[src/design/ssnc_pkg.sv]
// Shared constants, types and the segment decode function for the
// seven-segment number and clock formatter. No dependencies.
package ssnc_pkg;

    localparam int unsigned WORK_W     = 14;  // magnitudes up to 9999
    localparam int unsigned QUOT_W     = 10;  // quotients up to 999
    localparam int unsigned REM_W      = 4;
    localparam int unsigned RECIP_W    = 16;
    localparam int unsigned RECIP_SH   = 19;
    localparam logic [RECIP_W-1:0] RECIP_TEN = 16'd52429;  // ceil(2^19 / 10)

    localparam logic [15:0] BLINK_RESET = 16'd1000;

    localparam logic [7:0] SEG_BLANK = 8'h00;
    localparam logic [7:0] SEG_MINUS = 8'h40;
    localparam logic [7:0] SEG_COLON = 8'h80;

    typedef struct packed {
        logic [QUOT_W-1:0] quot;
        logic [REM_W-1:0]  rem;
    } ssnc_div_t;

    function automatic logic [7:0] seg_of(input logic [REM_W-1:0] digit);
        logic [7:0] seg;
        unique case (digit)
            4'd0:    seg = 8'h3f;
            4'd1:    seg = 8'h06;
            4'd2:    seg = 8'h5b;
            4'd3:    seg = 8'h4f;
            4'd4:    seg = 8'h66;
            4'd5:    seg = 8'h6d;
            4'd6:    seg = 8'h7d;
            4'd7:    seg = 8'h07;
            4'd8:    seg = 8'h7f;
            4'd9:    seg = 8'h6f;
            default: seg = SEG_BLANK;
        endcase
        return seg;
    endfunction

endpackage

[src/design/ssnc_div10.sv]
// Divide-by-ten unit shared by every digit step: reciprocal multiply,
// then remainder by shift-and-add correction. Depends on ssnc_pkg.
module ssnc_div10
    import ssnc_pkg::*;
(
    input  logic [WORK_W-1:0] dividend,
    output ssnc_div_t         result
);

    logic [WORK_W+RECIP_W-1:0] product;
    logic [QUOT_W-1:0]         quot;
    logic [WORK_W-1:0]         times_ten;
    logic [WORK_W-1:0]         diff;

    assign product   = {{RECIP_W{1'b0}}, dividend} * {{WORK_W{1'b0}}, RECIP_TEN};
    assign quot      = product[RECIP_SH +: QUOT_W];
    assign times_ten = {1'b0, quot, 3'b000} + {3'b000, quot, 1'b0};
    assign diff      = dividend - times_ten;

    assign result.quot = quot;
    assign result.rem  = diff[REM_W-1:0];

endmodule

[src/design/ssnc_colon.sv]
// Colon blink state: interval register, last toggle time stamp and the
// wrap-around elapsed-time compare. Depends on ssnc_pkg.
module ssnc_colon
    import ssnc_pkg::*;
(
    input  logic        clk,
    input  logic        rst_n,
    input  logic        cfg_write_en,
    input  logic [15:0] cfg_write_data,
    input  logic        update,
    input  logic [31:0] now_ms,
    output logic        colon_on
);

    logic [15:0] interval_reg, interval_next;
    logic [31:0] last_reg, last_next;
    logic        colon_reg, colon_next;
    logic [31:0] elapsed;

    assign elapsed = now_ms - last_reg;

    always_comb
    begin
        interval_next = cfg_write_en ? cfg_write_data : interval_reg;
        last_next     = last_reg;
        colon_next    = colon_reg;
        if (update && (elapsed > {16'd0, interval_reg}))
        begin
            last_next  = now_ms;
            colon_next = ~colon_reg;
        end
    end

    always_ff @(posedge clk or negedge rst_n)
    begin
        if (!rst_n)
        begin
            interval_reg <= BLINK_RESET;
            last_reg     <= 32'd0;
            colon_reg    <= 1'b0;
        end
        else
        begin
            interval_reg <= interval_next;
            last_reg     <= last_next;
            colon_reg    <= colon_next;
        end
    end

    assign colon_on = colon_reg;

endmodule

[src/design/seven_segment_number_clock_formatter.sv]
// Top level of the four-digit seven-segment formatter: digit sequencer,
// result register and handshakes. Depends on ssnc_pkg, ssnc_div10, ssnc_colon.
//
// Usage:
//   The input channel (in_valid / in_stall) carries one request per
//   transaction: a signed integer to show (action 0) or hours and minutes
//   (action 1). A transaction completes at a clock edge where in_valid is
//   high and in_stall is low. Requests out of range are taken and dropped
//   with no result.
//   The output channel (out_valid / out_stall) carries four segment bytes,
//   leftmost digit in segments_left. A result stays on the port until the
//   receiver takes it with out_stall low.
//   The blink interval is written through cfg_write_en / cfg_write_data
//   while the block is idle.
// Timing:
//   Each request runs four digit steps through one shared divide-by-ten
//   unit, rightmost digit first. When the output register is free, the
//   result is loaded into it at the last step, and a new request is taken
//   only after that. in_stall is high during the steps.
//   If the receiver stalls, the finished result waits inside and the next
//   request is held off until the output register frees up.
// Reset:
//   rst_n clears the sequencer, the output valid, the colon (off), the
//   last toggle time stamp (zero), and sets the interval to 1000 ms.
module seven_segment_number_clock_formatter
    import ssnc_pkg::*;
(
    input  logic              clk,
    input  logic              rst_n,
    input  logic              cfg_write_en,
    input  logic [15:0]       cfg_write_data,
    input  logic              in_valid,
    output logic              in_stall,
    input  logic              action,
    input  logic signed [15:0] number_value,
    input  logic              fill_zeros,
    input  logic [7:0]        hours_value,
    input  logic [7:0]        minutes_value,
    input  logic [31:0]       now_ms,
    output logic              out_valid,
    input  logic              out_stall,
    output logic [7:0]        segments_left,
    output logic [7:0]        segments_second,
    output logic [7:0]        segments_third,
    output logic [7:0]        segments_right
);

    localparam logic [1:0] ST_IDLE = 2'd0;
    localparam logic [1:0] ST_RUN  = 2'd1;
    localparam logic [1:0] ST_HOLD = 2'd2;

    localparam logic [1:0] STEP_FIRST = 2'd0;
    localparam logic [1:0] STEP_HOURS = 2'd2;
    localparam logic [1:0] STEP_LAST  = 2'd3;

    logic [1:0]        state_reg, state_next;
    logic [1:0]        step_reg, step_next;
    logic [WORK_W-1:0] work_reg, work_next;
    logic [6:0]        hours_reg, hours_next;
    logic              clock_reg, clock_next;
    logic              neg_reg, neg_next;
    logic              fill_reg, fill_next;
    logic [7:0]        bytes_reg [0:3];
    logic [7:0]        bytes_next [0:3];
    logic              out_valid_reg, out_valid_next;
    logic [7:0]        left_reg, left_next;
    logic [7:0]        second_reg, second_next;
    logic [7:0]        third_reg, third_next;
    logic [7:0]        right_reg, right_next;

    logic              accept;
    logic              in_range;
    logic              start;
    logic              out_free;
    logic              load;
    logic [15:0]       magnitude;
    logic [WORK_W-1:0] div_in;
    ssnc_div_t         div_out;
    logic              show;
    logic [7:0]        cur_byte;
    logic              colon_on;

    // Input is only taken between requests; the sequencer owns the unit.
    assign in_stall = (state_reg != ST_IDLE);
    assign accept   = in_valid && !in_stall;

    always_comb
    begin
        if (action)
            in_range = (hours_value <= 8'd99) && (minutes_value <= 8'd99);
        else
            in_range = (number_value <= 16'sd9999) && (number_value >= -16'sd999);
    end

    assign start     = accept && in_range;
    assign magnitude = number_value[15] ? (16'd0 - number_value) : number_value;

    // The colon decision is made as the clock request is taken.
    ssnc_colon u_colon (
        .clk            (clk),
        .rst_n          (rst_n),
        .cfg_write_en   (cfg_write_en),
        .cfg_write_data (cfg_write_data),
        .update         (start && action),
        .now_ms         (now_ms),
        .colon_on       (colon_on)
    );

    // Clock requests switch from minutes to hours halfway through.
    assign div_in = (clock_reg && (step_reg == STEP_HOURS)) ? {7'd0, hours_reg} : work_reg;

    ssnc_div10 u_div10 (
        .dividend (div_in),
        .result   (div_out)
    );

    // A digit shows if anything remains at or left of it, if it is the
    // units digit, or if zero fill is on (always on for the clock).
    always_comb
    begin
        show     = (div_in != '0) || (step_reg == STEP_FIRST) || fill_reg;
        cur_byte = show ? seg_of(div_out.rem) : SEG_BLANK;
        if (clock_reg && (step_reg == STEP_HOURS) && colon_on)
            cur_byte = cur_byte | SEG_COLON;
        if (neg_reg && (step_reg == STEP_LAST))
            cur_byte = SEG_MINUS;
    end

    assign out_free = !out_valid_reg || !out_stall;

    always_comb
    begin
        state_next = state_reg;
        step_next  = step_reg;
        work_next  = work_reg;
        hours_next = hours_reg;
        clock_next = clock_reg;
        neg_next   = neg_reg;
        fill_next  = fill_reg;
        for (int i = 0; i < 4; i++)
            bytes_next[i] = bytes_reg[i];
        load = 1'b0;

        unique case (state_reg)
            ST_IDLE:
            begin
                if (start)
                begin
                    state_next = ST_RUN;
                    step_next  = STEP_FIRST;
                    clock_next = action;
                    hours_next = hours_value[6:0];
                    if (action)
                    begin
                        work_next = {7'd0, minutes_value[6:0]};
                        neg_next  = 1'b0;
                        fill_next = 1'b1;
                    end
                    else
                    begin
                        work_next = magnitude[WORK_W-1:0];
                        neg_next  = number_value[15];
                        fill_next = fill_zeros;
                    end
                end
            end
            ST_RUN:
            begin
                bytes_next[step_reg] = cur_byte;
                work_next = {{(WORK_W-QUOT_W){1'b0}}, div_out.quot};
                step_next = step_reg + 2'd1;
                if (step_reg == STEP_LAST)
                begin
                    if (out_free)
                    begin
                        load       = 1'b1;
                        state_next = ST_IDLE;
                    end
                    else
                    begin
                        state_next = ST_HOLD;
                    end
                end
            end
            ST_HOLD:
            begin
                if (out_free)
                begin
                    load       = 1'b1;
                    state_next = ST_IDLE;
                end
            end
            default:
            begin
                state_next = ST_IDLE;
            end
        endcase
    end

    // Result register; the leftmost byte comes straight from the last step
    // when the result is loaded in that same cycle.
    always_comb
    begin
        out_valid_next = out_valid_reg;
        left_next      = left_reg;
        second_next    = second_reg;
        third_next     = third_reg;
        right_next     = right_reg;
        if (out_valid_reg && !out_stall)
            out_valid_next = 1'b0;
        if (load)
        begin
            out_valid_next = 1'b1;
            left_next      = (state_reg == ST_RUN) ? cur_byte : bytes_reg[3];
            second_next    = bytes_reg[2];
            third_next     = bytes_reg[1];
            right_next     = bytes_reg[0];
        end
    end

    always_ff @(posedge clk or negedge rst_n)
    begin
        if (!rst_n)
        begin
            state_reg     <= ST_IDLE;
            step_reg      <= STEP_FIRST;
            out_valid_reg <= 1'b0;
        end
        else
        begin
            state_reg     <= state_next;
            step_reg      <= step_next;
            out_valid_reg <= out_valid_next;
        end
    end

    always_ff @(posedge clk)
    begin
        work_reg   <= work_next;
        hours_reg  <= hours_next;
        clock_reg  <= clock_next;
        neg_reg    <= neg_next;
        fill_reg   <= fill_next;
        for (int i = 0; i < 4; i++)
            bytes_reg[i] <= bytes_next[i];
        left_reg   <= left_next;
        second_reg <= second_next;
        third_reg  <= third_next;
        right_reg  <= right_next;
    end

    assign out_valid       = out_valid_reg;
    assign segments_left   = left_reg;
    assign segments_second = second_reg;
    assign segments_third  = third_reg;
    assign segments_right  = right_reg;

endmodule
[config.mk]
export PLATFORM = sky130hd
export DESIGN_NAME = seven_segment_number_clock_formatter
export DESIGN_NICKNAME = d
export VERILOG_FILES = /design/src/design/ssnc_pkg.sv /design/src/design/ssnc_div10.sv /design/src/design/ssnc_colon.sv /design/src/design/seven_segment_number_clock_formatter.sv
export SDC_FILE = /design/constraint.sdc
export NUM_CORES = 1
export LEC_CHECK = 0
export ABC_CLOCK_PERIOD_IN_PS = 13800
export BUFFER_PORTS_ARGS = -buffer_cell sky130_fd_sc_hd__buf_2
export CAP_MARGIN = 10
export CORE_AREA = 2 2 124 156
export CTS_BUF_LIST = sky130_fd_sc_hd__clkbuf_4
export DETAILED_ROUTE_END_ITERATION = 8
export DIE_AREA = 0 0 126 158
export PLACE_DENSITY = 0.85
export RECOVER_POWER = 50
export SETUP_SLACK_MARGIN = 0.4
export SYNTH_ARGS = -nofsm -noshare
export SYNTH_HDL_FRONTEND = slang
export SYNTH_SLANG_ARGS = --single-unit
[constraint.sdc]
create_clock -name clk -period 13.8 [get_ports clk]
set_input_delay 1.38 -clock clk [delete_from_list [all_inputs] [get_ports clk]]
set_output_delay 1.38 -clock clk [all_outputs]
set_load 0.01 [all_outputs]
==> results_dict.tcl, run 1 <==
set metrics [dict create \
    antenna_found_initial 4 \
    cts_setup_buffers 0 \
    period_share 0.621 \
    drtAntennaViolNets 0 \
    final_core_util 0.691 \
    synth_edf_count 88 \
    cp_max_fo 11 \
    fmax_ghz 0.117 \
    cp.required_ns 14.11 \
    synth-seq-cells 142 \
    via_per_inst 5.92 \
    wl_um 27200 \
    cts_tree "yes" \
    cts_resized 0 \
    dpl.cell_count 1467 \
    synth_area_um2 11700 \
    htree_levels 4 \
    start_kind "register" \
    drcViolationCount 0 \
    die_h_um 158 \
    yosysSeqAreaShare 0.342 \
    ys.flop_type "edfxtp_1" \
    setup_viol 0 \
    crit_type "reg2reg" \
    clk_path_buf_depth 2 \
    max-slew-margin-rel -0.983 \
    grt_usage 0.280 \
    finalSetupTns_ns 0 \
    cts_root_buf "clkbuf_4" \
    synth_top_cells_by_area "edfxtp_1, ha_1, dfrtp_1" \
    syn_nets 1434 \
    status "finished, violations left" \
    initial_utilization 0.633 \
    die_area_um2 19900 \
    numCtsBuffers 17 \
    grt_pass1_wl_um 44000 \
    dr.pass1.iters 9 \
    place.gp.congestion 0.970 \
    grt_overflow_total 0 \
    setup.worst_path.end_class "register" \
    yosys.cell_count.top_type "ha_1" \
    nets 1551 \
    slowest_delay_ns 0.69 \
    clock_latency_ns 0.59 \
    numClockSinks 142 \
    std_cell_rows 56 \
    area_growth_pct 9.28 \
    synth_area_per_cell_um2 10.3 \
    drv_cap 1 \
    max_slew.worst_pin.slew_ns 2.97 \
    cp_slowest_cell "a2111oi_0" \
    io_pins 121 \
    grt_max_degree 55 \
    hold_buffers 0 \
    core_um2 18500 \
    ys_types 65 \
    violations "capacitance limit, slew limit" \
    rsz0062_at_grt "no" \
    synth_top_cell_by_area "edfxtp_1" \
    yosys_warnings 0 \
    hpwl_um 22000 \
    port_buffers 120 \
    synthCells 1137 \
    yosysTopAreaCellShare 0.226 \
    crit_arrival_ns 8.88 \
    hold_slack_ns 0.428 \
    async_flop_share 0.380 \
    ys_top_cells_by_count "ha_1, inv_1, edfxtp_1, nand2_1, nor2_1" \
    grt_pass1_vias 9109 \
    hold_viol_final 0 \
    dr.first_iter.drc_count 593 \
    finalCriticalPeriod_ns 8.57 \
    worstHoldPathType "reg2reg" \
    vias 8903 \
    fin_skew_ns 0.0315 \
    fin_cells 1505 \
    drive_gt1_frac 0.151 \
    wl_per_cell_um 18.1 \
    crit_top_cell "inv_1" \
    die_w_um 126 \
    clk_pin_slew_worst_paths_ns 0.16 \
    slew_violations 55 \
]
## path summary, 6_finish.rpt
kind,start,to,slack [ns],cells after the start
max,step_reg[0]$_DFFE_PN0P_,bytes_reg[2][6]$_DFFE_PP_,5.23,29
min,bytes_reg[1][4]$_DFFE_PP_,segments_third[4]$_DFFE_PP_,0.43,0
max reg2reg,step_reg[0]$_DFFE_PN0P_,bytes_reg[2][6]$_DFFE_PP_,5.23,29
min reg2reg,bytes_reg[1][4]$_DFFE_PP_,segments_third[4]$_DFFE_PP_,0.43,0
max in group asynchronous,rst_n,u_colon.interval_reg[14]$_DFFE_PN0P_,10.26,2
min in group asynchronous,rst_n,u_colon.last_reg[21]$_DFFE_PN0P_,1.84,2
## layout by cell type, fill, tap and decap left out, drive strengths merged, types with 7 or more instances in the layout
cell type | synthesis | layout
nor2b | 9 | 9
dfrtp | 48 | 48
and3 | 8 | 8
xnor2 | 31 | 31
nand4 | 12 | 12
nor2 | 67 | 67
mux2i | 13 | 13
fa | 55 | 55
o21ai | 64 | 64
o41ai | 7 | 7
a21o | 13 | 13
edfxtp | 88 | 88
xor2 | 29 | 29
inv | 151 | 161
nand2b | 7 | 7
nand2 | 88 | 88
and2 | 15 | 15
o21a | 9 | 9
clkbuf | 19 | 37
a211oi | 7 | 7
buf | 7 | 104
ha | 155 | 155
mux2 | 34 | 34
nor3 | 15 | 15
a21oi | 61 | 61
nand3 | 30 | 30
o31ai | 11 | 11
## cell families (layout without fill, tap and decap cells)
kind of cell | after synthesis | count (layout) | share of synthesized area
buffers and inverters | 177 | 307 | 0.0606
other | 0 | 6 | 0
AO/OA/AOI/OAI | 229 | 229 | 0.128
XOR/XNOR | 61 | 61 | 0.0468
flip-flops | 142 | 142 | 0.342
AND/OR/NAND/NOR | 271 | 271 | 0.109
adder cells (fa/ha/maj) | 210 | 210 | 0.260
multiplexers | 47 | 47 | 0.0531
## layout make-up
type / instances / area [um2]
Multi-Input combinational cell: 818 / 7000
Fill cell: 1412 / 5710
Sequential cell: 142 / 4000
Timing Repair Buffer: 124 / 603
Inverter: 151 / 567
Tap cell: 232 / 290
Clock inverter: 15 / 181
Clock buffer: 17 / 128
Antenna cell: 6 / 15.0
## stage by stage
step                instance area (um2)  setup WS (ns)
global route                      12800           4.82
finish                            12800           5.23
global placement                  12500           6.06
detailed placement                12500           5.66
CTS                               12800           5.55
floorplan                         11700           6.72
## metal layers
layer	GRT usage	routed length, um	vias to the layer above
li1	-	-	4231
met1	0.323	10500	4288
met2	0.507	14000	312
met3	0.0554	1560	72
met4	0.121	1120	0
met5	0	0	-
## critical path, delay by kind of cell, from the launching register on
family                     cells  cell delay (ns)
AOI/OAI and AO/OA              5             1.63
xor gates and xnor gates       3             1.09
and+or+nand+nor                4             1.17
muxes                          1             0.12
DFF                            1             0.44
adders and majority gates      9             3.33
buffers and inverters          7             0.51
Power of run 1 is left out: the tool's default activity adds up to more than one toggle a clock period on the data nets, which glitch-free logic cannot reach.
==> run 2, diff against run 1 <==
ABC_CLOCK_PERIOD_IN_PS = 6990   (was 13800)
CORE_AREA = 2 2 133 167   (was 2 2 124 156)
DIE_AREA = 0 0 135 169   (was 0 0 126 158)
PLACE_DENSITY = 0.78   (was 0.85)
clock period = 6.99 ns   (was 13.8 ns; I/O delays follow)
==> results_dict.tcl, run 2 (synthesis results as in run 1) <==
set metrics [dict create \
    mostFrequentLayoutCells "ha_1, inv_1, edfxtp_1" \
    dr.pass1.iters 5 \
    layout_commonest_cell "ha_1" \
    drtAntennaViolNets 0 \
    wl_per_cell_um 18.1 \
    std_cell_rows 60 \
    dr.first_iter.drc_count 573 \
    r2r-start "step_reg[0]$_DFFE_PN0P_" \
    rr_worst_depth 26 \
    drcViolationCount 0 \
    finalCriticalPeriod_ns 6.88 \
    htree_levels 4 \
    die_w_um 135 \
    final_core_util 0.643 \
    r2r_slack_ns 0.11 \
    cts_tree "yes" \
    drv_cap 1 \
    port_buffers 120 \
    violations "capacitance limit, slew limit" \
    area.sequential_um2 4000 \
    setup_viol 0 \
    hold_depth 1 \
    clk_path_buf_depth 2 \
    cp.required_ns 7.31 \
    num-fill-cells 1695 \
    path_buf_inv 6 \
    start_kind "register" \
    hpwl_um 21400 \
    drive_gt1_frac 0.220 \
    numCtsBuffers 17 \
    hold_viol_final 0 \
    hp-start "hours_value[1]" \
    area_growth_pct 17.1 \
    fin_skew_ns 0.0252 \
    cts_root_buf "clkbuf_4" \
    fmax_ghz 0.145 \
    slew_violations 55 \
    grt_overflow_total 0 \
    setup.worst_path.end_class "register" \
    hold_buffers 0 \
    slowest_delay_ns 0.56 \
    cp_slowest_cell "fa_1" \
    die_h_um 169 \
    initial_utilization 0.549 \
    antenna_found_initial 6 \
    grt_usage 0.254 \
    place.gp.congestion 0.926 \
    grt_max_degree 55 \
    numClockSinks 142 \
    crit_type "reg2reg" \
    vias 8897 \
    period_share 0.985 \
    die_area_um2 22800 \
    max_slew.worst_pin.slew_ns 2.98 \
    rsz0062_at_grt "yes" \
    status "finished, violations left" \
    grt_pass1_vias 9173 \
    clk_pin_slew_worst_paths_ns 0.16 \
    cp_max_fo 6 \
    hold_end "hours_reg[1]$_DFFE_PP_" \
    io_pins 121 \
    clock_latency_ns 0.57 \
    wl_um 28600 \
    core_um2 21300 \
    multiInputGateArea_um2 7600 \
    r2r_end "bytes_reg[1][5]$_DFFE_PP_" \
    grt_pass1_wl_um 45600 \
    max-slew-margin-rel -0.984 \
    crit_arrival_ns 7.20 \
    crit_family "adder cells" \
    worstHoldPathType "in2reg" \
    via_per_inst 5.61 \
    nets 1586 \
    path_depth 26 \
]
## run 2: cell types whose count changed in the layout (fill, tap and decap cells not counted), moves of 6 or more
| cell | before | now |
|---|---|---|
| buf_4 | 3 | 32 |
| buf_2 | 101 | 82 |
| nand2_4 | 0 | 6 |
| ha_1 | 155 | 141 |
| o21ai_0 | 61 | 54 |
| ha_4 | 0 | 12 |
| inv_2 | 0 | 11 |
| nor2_1 | 67 | 60 |
| a21oi_1 | 60 | 52 |
| inv_1 | 151 | 140 |
| clkbuf_1 | 20 | 39 |
| nand2_1 | 88 | 80 |
## run 2: area by class of cell
type,count,share of cell area
timing repair buffer,157,0.0621
tap,279,0.0255
clock buffer,17,0.00932
antenna,4,0.000731
multi-input combinational,820,0.555
sequential,142,0.292
inverter,151,0.0414
clock inverter,15,0.0143
## run 2: routing by layer
layer | global-route usage | share of wire | up-vias
met3 | 0.0434 | 0.053 | 68
met1 | 0.304 | 0.40 | 4259
met4 | 0.0865 | 0.029 | 4
met5 | 0 | 0.00077 | -
li1 | - | - | 4295
met2 | 0.461 | 0.52 | 271
## run 2: what timing repair did
item / 4_1_cts / 5_1_grt
endpoints found under the setup margin: 39 / 40
resized for setup: 56 / 49
gates cloned: 1 / 1
setup buffers: 13 / 7
pin swaps: 15 / 39
## run 2: worst register-to-register path: cells and delay by family, from the launching register on
family                   cells  cell delay, ns
adder cells (fa/ha/maj)      9            3.43
flip-flops                   1            0.42
AND/OR/NAND/NOR              3            0.37
XOR/XNOR                     2            0.52
AO/OA/AOI/OAI                4            0.95
buffers and inverters        6            0.62
multiplexers                 2            0.36
## run 2: worst max-delay path by stage
stage | startpoint | to | slack (ns)
2_1_floorplan | step_reg[0]$_DFFE_PN0P_ | bytes_reg[0][6]$_DFFE_PP_ | 0.40
3_3_place_gp | step_reg[0]$_DFFE_PN0P_ | segments_left[1]$_DFFE_PP_ | -0.07
3_5_place_dp | step_reg[0]$_DFFE_PN0P_ | bytes_reg[0][3]$_DFFE_PP_ | -0.17
4_1_cts | step_reg[1]$_DFFE_PN0P_ | bytes_reg[0][4]$_DFFE_PP_ | 0.41
5_1_grt | step_reg[0]$_DFFE_PN0P_ | bytes_reg[1][5]$_DFFE_PP_ | -0.1
6_report | step_reg[0]$_DFFE_PN0P_ | bytes_reg[1][5]$_DFFE_PP_ | 0.11
## run 2: through the flow
step / setup slack [ns] / setup TNS [ns] / std cells / instance area [um2] / hold WS, ns
4_1_cts: 0.412 / 0 / 1573 / 13400 / 0.237
6_report: 0.108 / 0 / 1585 / 13700 / 0.301
2_1_floorplan: 0.402 / 0 / 1137 / 11800 / 0.400
3_3_place_gp: -0.0748 / -0.713 / 1527 / 12700 / 0.401
3_5_place_dp: -0.171 / -3.32 / 1527 / 12700 / 0.405
5_1_grt: -0.0986 / -1.74 / 1583 / 13700 / 0.258
Power of run 2 is left out for the same reason.
==> run 3, diff against run 2 <==
CORE_AREA = 2 2 134 169   (was 2 2 133 167)
CTS_BUF_LIST = not set   (was sky130_fd_sc_hd__clkbuf_4)
DIE_AREA = 0 0 136 171   (was 0 0 135 169)
PLACE_DENSITY = 0.77   (was 0.78)
==> results_dict.tcl, run 3 (synthesis results as in run 1) <==
set metrics [dict create \
    wl_um 30000 \
    cp.required_ns 7.16 \
    die_h_um 171 \
    cp_max_fo 8 \
    fin_skew_ns 0.0136 \
    antenna_found_initial 3 \
    drive_gt1_frac 0.235 \
    dr.pass1.iters 6 \
    dpl.cell_count 1533 \
    max_slew.worst_pin.slew_ns 3.01 \
    slew_violations 55 \
    drv_cap 1 \
    grt_pass1_wl_um 46200 \
    r2r-start "step_reg[0]$_DFFE_PN0P_" \
    multiInputGateArea_um2 7630 \
    setup.worst_path.end_class "register" \
    std_cell_rows 61 \
    finalCriticalPeriod_ns 6.84 \
    crit_arrival_ns 7.01 \
    fin_cells 1603 \
    status "finished, violations left" \
    path_depth 28 \
    vias 9165 \
    numCtsBuffers 17 \
    max-slew-margin-rel -1.01 \
    grt_overflow_total 0 \
    clock_latency_ns 0.44 \
    grt_usage 0.257 \
    layout_commonest_cell "ha_1" \
    r2r_end "bytes_reg[1][6]$_DFFE_PP_" \
    crit_start "step_reg[0]$_DFFE_PN0P_" \
    die_w_um 136 \
    clk_pin_slew_worst_paths_ns 0.07 \
    drtAntennaViolNets 0 \
    htree_levels 4 \
    cp_slowest_cell "fa_1" \
    initial_utilization 0.536 \
    numClockSinks 142 \
    dr.first_iter.drc_count 646 \
    cts_tree "yes" \
    fmax_ghz 0.146 \
    die_area_um2 23300 \
    rsz0062_at_grt "yes" \
    rr_worst_depth 28 \
    cts_root_buf "clkbuf_16" \
    period_share 0.978 \
    mostFrequentLayoutCells "ha_1, inv_1, edfxtp_1" \
    clk_path_buf_depth 2 \
    core_um2 21800 \
    violations "capacitance limit, slew limit" \
    port_buffers 120 \
    slowest_delay_ns 0.53 \
    num-fill-cells 1693 \
    wl_per_cell_um 18.7 \
    drcViolationCount 0 \
    worstHoldPathType "reg2reg" \
    crit_type "reg2reg" \
    hp-start "bytes_reg[2][7]$_DFFE_PP_" \
    crit_family "adder cells" \
    hold_viol_final 0 \
    io_pins 121 \
    area.sequential_um2 4000 \
    nets 1601 \
    grt_max_degree 55 \
    hold_buffers 0 \
    start_kind "register" \
    grt_pass1_vias 9427 \
    path_buf_inv 6 \
    hpwl_um 21700 \
    setup.worst_path.end "bytes_reg[1][6]$_DFFE_PP_" \
    via_per_inst 5.72 \
    place.gp.congestion 0.902 \
    area_growth_pct 20.9 \
    r2r_slack_ns 0.15 \
    setup_viol 0 \
]
[run 3: final cells by class]
cell class,instances,share of cell area
Multi-Input combinational cell,820,0.539
Sequential cell,142,0.283
Timing Repair Buffer,172,0.0683
Clock inverter,15,0.0140
Tap cell,283,0.0250
Clock buffer,17,0.0301
Inverter,151,0.0401
Antenna cell,3,0.000531
[run 3: worst min-delay path by stage]
stage	to	slack [ns]	cells after the start
5_1_grt	hours_reg[1]$_DFFE_PP_	0.43	1
4_1_cts	segments_right[3]$_DFFE_PP_	0.42	0
3_3_place_gp	segments_right[0]$_DFFE_PP_	0.40	0
3_5_place_dp	segments_right[3]$_DFFE_PP_	0.40	0
2_1_floorplan	out_valid$_DFFE_PN0P_	0.40	0
6_report	segments_second[7]$_DFFE_PP_	0.42	0
[run 3: timing repair]
action,CTS,global route
cloned,2,0
pin swaps,23,38
buffers inserted,18,15
resized for setup,45,76
setup endpoints to repair,39,38
[run 3: metal layers]
metal  wire length, um  track usage
met1             11300        0.292
met2             15600        0.456
met3              1770       0.0569
met4              1350        0.120
met5                 9            0
[run 3: metrics by stage]
stage                     area [um2]  hold slack (ns)   TNS, ns  setup slack, ns   util
after floorplan                11800            0.400         0            0.402      -
after global placement         12800            0.402         0           0.0905  0.585
after detailed placement       12800            0.405     -1.21          -0.0732  0.585
after CTS                      13700            0.418         0            0.401  0.629
after global routing           14100            0.429  -0.00567         -0.00152  0.648
final                          14200            0.418         0            0.150  0.648
Power of run 3 is left out for the same reason.
